**src/rtl/rfm_pkg.sv**
```systemverilog
// Shared types, widths and constants of the range fingerprint matcher.
package rfm_pkg;

  // Table geometry
  localparam int TABLE_DEPTH = 256;
  localparam int IDX_W       = (TABLE_DEPTH > 1) ? $clog2(TABLE_DEPTH) : 1;
  localparam int PTR_MIN_W   = $clog2(TABLE_DEPTH + 1);
  localparam int ACT_W       = 9;
  localparam int LIM_W       = (PTR_MIN_W > ACT_W) ? PTR_MIN_W : ACT_W;

  // Field widths
  localparam int ENTRY_IDX_W = 8;
  localparam int DIST_W      = 9;
  localparam int OFS_W       = 6;
  localparam int ADJ_W       = DIST_W + 1;
  localparam int WGT_W       = 8;
  localparam int CNT_W       = 9;
  localparam int ENTRY_W     = 4 * DIST_W;

  // Configuration port
  localparam int CFG_IDX_W   = 3;
  localparam int CFG_DATA_W  = 9;

  // Register indexes
  localparam logic [CFG_IDX_W-1:0] REG_ACTIVE_POINTS = 3'd0;
  localparam logic [CFG_IDX_W-1:0] REG_TOLERANCE     = 3'd1;
  localparam logic [CFG_IDX_W-1:0] REG_BACK_OFFSET   = 3'd2;
  localparam logic [CFG_IDX_W-1:0] REG_LEFT_OFFSET   = 3'd3;
  localparam logic [CFG_IDX_W-1:0] REG_RIGHT_OFFSET  = 3'd4;

  // Register reset values
  localparam logic [ACT_W-1:0] RST_ACTIVE_POINTS = 9'd169;
  localparam logic [OFS_W-1:0] RST_TOLERANCE     = 6'd5;
  localparam logic [OFS_W-1:0] RST_BACK_OFFSET   = 6'd21;
  localparam logic [OFS_W-1:0] RST_LEFT_OFFSET   = 6'd7;
  localparam logic [OFS_W-1:0] RST_RIGHT_OFFSET  = 6'd7;

  // Operation codes
  localparam logic OP_LOAD = 1'b0;
  localparam logic OP_SCAN = 1'b1;

  localparam logic [WGT_W-1:0] WGT_MAX = '1;
  localparam logic [CNT_W-1:0] CNT_MAX = '1;

  // Commands from the controller to the datapath
  typedef struct packed {
    logic capture;
    logic load_write;
    logic scan_issue;
  } ctrl_cmd_t;

  // Status from the datapath to the controller
  typedef struct packed {
    logic scan_end;
  } ctrl_sts_t;

  // Absolute difference of two unsigned distances.
  function automatic logic [ADJ_W-1:0] abs_diff(input logic [ADJ_W-1:0] a,
                                                input logic [ADJ_W-1:0] b);
    return (a > b) ? (a - b) : (b - a);
  endfunction

endpackage

```
**src/rtl/rfm_ctrl.sv**
```systemverilog
// Controller state machine sequencing loads and table scans.
module rfm_ctrl (
  input  logic               clk,
  input  logic               rst_n,
  input  logic               start,
  input  logic               in_operation,
  input  rfm_pkg::ctrl_sts_t sts,
  output rfm_pkg::ctrl_cmd_t cmd,
  output logic               busy,
  output logic               out_valid
);
  import rfm_pkg::*;

  typedef enum logic [3:0] {
    ST_IDLE   = 4'b0001,
    ST_LOAD   = 4'b0010,
    ST_SCAN   = 4'b0100,
    ST_FINISH = 4'b1000
  } state_t;

  state_t state_r, state_nxt;
  logic   accept;

  assign accept = start && (state_r == ST_IDLE);

  // Next-state logic.
  always_comb begin
    state_nxt = state_r;
    case (state_r)
      ST_IDLE: begin
        if (accept) begin
          state_nxt = (in_operation == OP_SCAN) ? ST_SCAN : ST_LOAD;
        end
      end
      ST_LOAD: begin
        state_nxt = ST_FINISH;
      end
      ST_SCAN: begin
        if (sts.scan_end) begin
          state_nxt = ST_FINISH;
        end
      end
      ST_FINISH: begin
        state_nxt = ST_IDLE;
      end
      default: begin
        state_nxt = ST_IDLE;
      end
    endcase
  end

  // State register.
  always_ff @(posedge clk) begin
    if (!rst_n) begin
      state_r <= ST_IDLE;
    end else begin
      state_r <= state_nxt;
    end
  end

  // Commands to the datapath and handshake outputs.
  assign cmd.capture    = accept;
  assign cmd.load_write = (state_r == ST_LOAD);
  assign cmd.scan_issue = (state_r == ST_SCAN) && !sts.scan_end;
  assign busy           = (state_r != ST_IDLE);
  assign out_valid      = (state_r == ST_FINISH);

endmodule

```
**config.mk**
```make
export PLATFORM = sky130hd
export DESIGN_NAME = rfm_ctrl
export DESIGN_NICKNAME = d
export VERILOG_FILES = /design/src/rtl/rfm_pkg.sv /design/src/rtl/rfm_ctrl.sv
export SDC_FILE = /design/constraint.sdc
export NUM_CORES = 1
export LEC_CHECK = 0
export BUFFER_PORTS_ARGS = -buffer_cell sky130_fd_sc_hd__buf_2
export CAP_MARGIN = 40
export CORE_AREA = 3 3 40 42
export DETAILED_ROUTE_END_ITERATION = 8
export DIE_AREA = 0 0 43 45
export PLACE_DENSITY = 0.49
export SLEW_MARGIN = 20
export SYNTH_ARGS = -nofsm -noshare
export SYNTH_HDL_FRONTEND = slang
export SYNTH_SLANG_ARGS = --single-unit
```
**constraint.sdc**
```tcl
create_clock -name clk -period 1.05 [get_ports clk]
set_clock_uncertainty 0.05 [all_clocks]
set_input_delay 0.105 -clock clk [delete_from_list [all_inputs] [get_ports clk]]
set_output_delay 0.105 -clock clk [all_outputs]
set_load 0.1 [all_outputs]
```
# Yosys cells after proc, flatten, opt, wreduce, memory -nomap -nowiden
# Cells that the tools add are included.
[word_totals] regBits=4
[classes] n_eq_ne=7 muxes=4 n_reduce_logical=4
[op_table] op="$pmux 4 s3" count=1
[op_table] op="$mux 4" count=2
[op_table] op="$eq 4x1->1 const B" count=1
[op_table] op="$eq 4x2->1 const B" count=1
[op_table] op="$eq 4x3->1 const B" count=1
[op_table] op="$eq 4x4->1 const B" count=1
[op_table] op="$ne 2x2->1 const B" count=2
[op_table] op="$ne 4x1->1 const B" count=1
[op_table] op="$mux 3" count=1
[op_table] op="$logic_and 1x1->1" count=2
[op_table] op="$reduce_and 2->1" count=1
[op_table] op="$logic_not 1->1" count=1

# Logic depth before layout (Yosys ltp)
[depth] word_depth=4 ltp_mapped=3 mapped_depth_nobuf=2

# Worst setup path after synthesis
# OpenSTA, ideal clock, no wires.
[synth_path] path_kind="register to output" from="register state_r[3]" to="output out_valid" arrival_ns=3.511 path_slack_ns=-2.616 path_stages_with_launch=2 cell_sequence="dfxtp_1 > nor4b_1"
[synth_via] elab_chain_len=1
[synth_rtl] item="from (decl)" line_no="rfm_ctrl.sv:21" source="state_t state_r, state_nxt;"
[synth_rtl] item="from (signal assigned)" line_no="rfm_ctrl.sv:57" source="state_r <= state_nxt;"
[synth_rtl] item="$eq 4x4->1" line_no="rfm_ctrl.sv:66" source="assign out_valid = (state_r == ST_FINISH);"
[synth_rtl] item="to (decl)" line_no="rfm_ctrl.sv:10" source="output logic out_valid"
# Every way passes these cells.

# Final worst setup path
[layout_path] from="register state_r[2]" to="output busy"
[layout_via] elab_chain_len=1
[layout_rtl] item="$ne 4x1->1" line_no="rfm_ctrl.sv:65" source="assign busy = (state_r != ST_IDLE);"
[layout_rtl] item="to (decl)" line_no="rfm_ctrl.sv:9" source="output logic busy,"
# Every way passes these cells.

==> results.sh <==
export IMPL_end_kind="output port"
export IMPL_switching_power_summed_over_all_nets_uw=241
export IMPL_drt_iter0_markers=1
export IMPL_worstPathCellList="or2_4 > or3b_4 > buf_12"
export IMPL_fp_dieW_um=43
export IMPL_synth_sequential_area_ratio=0.323
export IMPL_power_share_clock=0.298
export IMPL_fin_ws_ns=-0.463
export IMPL_cts_root_buf="clkbuf_4"
export IMPL_final_fill_count=121
export IMPL_detailedRoute_firstPassIterationCount=2
export IMPL_clock_latency_ns=0.24
export IMPL_cp_max_fo=2
export IMPL_worst_setup_path_type="reg -> out"
export IMPL_grt_max_degree=8
export IMPL_critical_path_arrival_ns=1.36
export IMPL_area_growth_pct=159
export IMPL_power_frac_comb=0.453
export IMPL_min_to="state_r[2]$_SDFFE_PN0P_"
export IMPL_routability_congestion=0.840
export IMPL_placedCellCount=57
export IMPL_layout_worst_path_cycle_share=1.44
export IMPL_report_final_slew_viol_count=0
export IMPL_worst_hold_path_num_cells=2
export IMPL_overflow=0
export IMPL_wl_per_cell_um=13.1
export IMPL_final_antenna_net_count=0
export IMPL_route_detailed_drc=0
export IMPL_setup_violations_final=9
export IMPL_regMostFlops="state_r"
export IMPL_initial_utilization=0.193
export IMPL_rr_endpoint="state_r[3]$_SDFFE_PN0P_"
export IMPL_whs_ns=0.115
export IMPL_place_area_sq_um=454
export IMPL_seqPwrFrac=0.248
export IMPL_globalRouteTotalUtil=0.112
export IMPL_num_antenna_cells=0
export IMPL_p_leak_uw=0.000247
export IMPL_dp_worst_setup_slack_ns=-0.384
export IMPL_syn_area_sq_um=248
export IMPL_worst_ep_required_time_ns=0.89
export IMPL_avgSynthCellArea_sq_um=9.53
export IMPL_detail_route_vias_per_cell=4.68
export IMPL_largest_register_ffs=4
export IMPL_final_net_count=58
export IMPL_reg_largest_list="state_r: 4 flops"
export IMPL_io_pin_count=10
export IMPL_grt_antenna_before_repair=0
export IMPL_regToRegStartpoint="state_r[1]$_SDFFE_PN0P_"
export IMPL_final_cell_area_sq_um=641
export IMPL_fin_util=0.499
export IMPL_crit_slowest_cell="or3b_4"
export IMPL_routed_wirelength_um=867
export IMPL_synthesis_nets=31
export IMPL_cts_buffer_depth=2
export IMPL_critical_path_startpoint_type="flop"
export IMPL_switching_share=0.358
export IMPL_timing_hold_worst_class="in -> reg"
export IMPL_outcome="finished, violations left"
export IMPL_core_area_sq_um=1280
export IMPL_worst_path_buf_inv=1
export IMPL_first_global_vias=326
export IMPL_violations="negative setup slack"
export IMPL_cell_depth_of_the_worst_flop_to_flop_path=5
export IMPL_tritoncts_clock_tree="built"
export IMPL_max_cap_violations=0
export IMPL_achievable_frequency_ghz=0.661
export IMPL_finalHoldViolations=0
export IMPL_clock_sink_count=4
export IMPL_ys_types=20
export IMPL_cp_top_family="simple AND/OR/NAND/NOR gates"
export IMPL_number_of_standard_cells_after_synthesis=26
export IMPL_dieHeight_um=45
export IMPL_ctsHtreeMaxLevel=1
export IMPL_clk_pin_slew_worst_paths_ns=0.04
export IMPL_num_rows=13
export IMPL_layoutNonFillerInstCount=66
export IMPL_reg2reg_setup_slack_ns=-0.23
export IMPL_rsz0062_at_grt="true"
export IMPL_vias=309
export IMPL_port_buffer_count=9
export IMPL_final_layout_size_suffix_gt1_frac=0.824
export IMPL_max_slew_worst_pin_slew_ns=0.262
export IMPL_grt_pass1_wl_mm=1.49
export IMPL_relSlewSlack=0.825
export IMPL_vdd_ir_drop_worst_uv=975
export IMPL_post_dp_hpwl_um=518
export IMPL_hold_path_start="rst_n"
export IMPL_synthesis_yosys_warnings=0
export IMPL_cts_made_buffers=3
export IMPL_post_route_min_period_ns=1.51
export IMPL_cellInternalPower_uw=432
export IMPL_pwr_density_cell_nw_per_um2=1050
export IMPL_synth_ff_latch_count=4
export IMPL_die_area_sq_um=1940
export IMPL_critical_path_max_stage_delay_ns=0.38
[cell usage after synthesis]
| library cell | instances | share of area |
|---|---|---|
| a2111oi_2 | 1 | 0.061 |
| a32o_1 | 1 | 0.040 |
| and2_1 | 1 | 0.025 |
| and2b_2 | 1 | 0.035 |
| and3b_1 | 1 | 0.035 |
| and4bb_2 | 1 | 0.050 |
| buf_4 | 1 | 0.030 |
| dfxtp_1 | 4 | 0.32 |
| inv_1 | 1 | 0.015 |
| nand2b_1 | 1 | 0.025 |
| nand3b_1 | 2 | 0.061 |
| nor2_1 | 2 | 0.030 |
| nor2b_1 | 2 | 0.050 |
| nor3b_1 | 1 | 0.030 |
| nor4_1 | 1 | 0.025 |
| nor4b_1 | 1 | 0.035 |
| o21ai_0 | 1 | 0.020 |
| o311ai_1 | 1 | 0.035 |
| or2_4 | 1 | 0.035 |
| or3b_1 | 1 | 0.035 |
[through the flow]
step | power (uW) | setup TNS, ns
floorplan | 329 | -1.22
global placement | 380 | -1.19
detailed placement | 382 | -1.29
CTS | 649 | -2.57
global route | 719 | -2.89
finish | 673 | -2.41
[area by class of cell]
type | instances | area [sq um] | share of cell area
clock buffer | 3 | 22.5 | 0.0352
inverter | 1 | 3.75 | 0.00586
multi-input combinational | 20 | 245 | 0.383
sequential | 4 | 83.8 | 0.131
tap | 15 | 18.8 | 0.0293
timing repair buffer | 23 | 267 | 0.416
[worst reg2reg max path, stage by stage, from the launching register on]
cell and delay (ns):
dfxtp_2 0.32, buf_6 0.13, buf_6 0.11, buf_6 0.11
nand3b_1 0.16, a2111oi_2 0.30
[metal layers]
| layer | up-vias | wire length, um | global-route usage | share of wire |
|---|---|---|---|---|
| met5 | - | 0 | 0 | 0 |
| met2 | 10 | 435 | 0.177 | 0.50 |
| met3 | 4 | 72 | 0.0757 | 0.083 |
| met4 | 0 | 16 | 0.0542 | 0.018 |
| met1 | 147 | 343 | 0.115 | 0.40 |
| li1 | 148 | - | - | - |
[worst max path at each step]
stage                                       start         to  cells past startpoint  slack (ns)
after global routing      state_r[2]$_SDFFE_PN0P_       busy                      3       -0.51
after CTS                 state_r[2]$_SDFFE_PN0P_       busy                      3       -0.47
final                     state_r[2]$_SDFFE_PN0P_       busy                      3       -0.46
after floorplan           state_r[1]$_SDFFE_PN0P_  out_valid                      1       -0.55
after global placement    state_r[2]$_SDFFE_PN0P_       busy                      3       -0.36
after detailed placement  state_r[2]$_SDFFE_PN0P_       busy                      3       -0.38
[layout by cell type (no fill, tap or decap)]
cell type      Yosys  routed
a2111oi_2          1       1
a32o_1             1       1
and2_4             0       1
and2b_4            0       1
and3b_2            0       1
and4bb_2           1       1
buf_12             0       6
buf_2              0       4
buf_4              1       5
buf_6              0       7
clkbuf_4           0       3
dfxtp_1            4       1
dfxtp_2            0       3
dlygate4sd3_1      0       1
inv_1              1       1
nand2b_4           0       1
nand3b_1           2       2
nor2_1             2       1
nor2_4             0       1
nor2b_1            2       1
nor2b_4            0       1
nor3b_4            0       1
nor4_4             0       1
nor4b_4            0       1
o21ai_1            0       1
o311ai_4           0       1
or2_4              1       1
or3b_4             0       1
[timing repair]
action / CTS / global route
pin swaps: 6 / 4
hold endpoints to repair: 1 / 0
gates resized for setup: 16 / 8
gates cloned: 0 / 0
hold buffers: 1 / 0
setup endpoints to repair: 9 / 9
setup buffers: 4 / 3
[power groups by stage]
stage	clock network (uW)	registers, uW	logic (uW)
4_1_cts	202	166	281
2_1_floorplan	0	179	150
3_3_place_gp	0	167	213
6_report	201	167	305
3_5_place_dp	0	168	214
5_1_grt	231	169	319
[logic make-up after synthesis]
kind of cell           count (synthesis)  share of synthesized area
AOI/OAI and AO/OA                      4                      0.157
and+or+nand+nor                       16                      0.475
DFF                                    4                      0.323
buffers and inverters                  2                     0.0455
(Power assumes the default switching activity.)
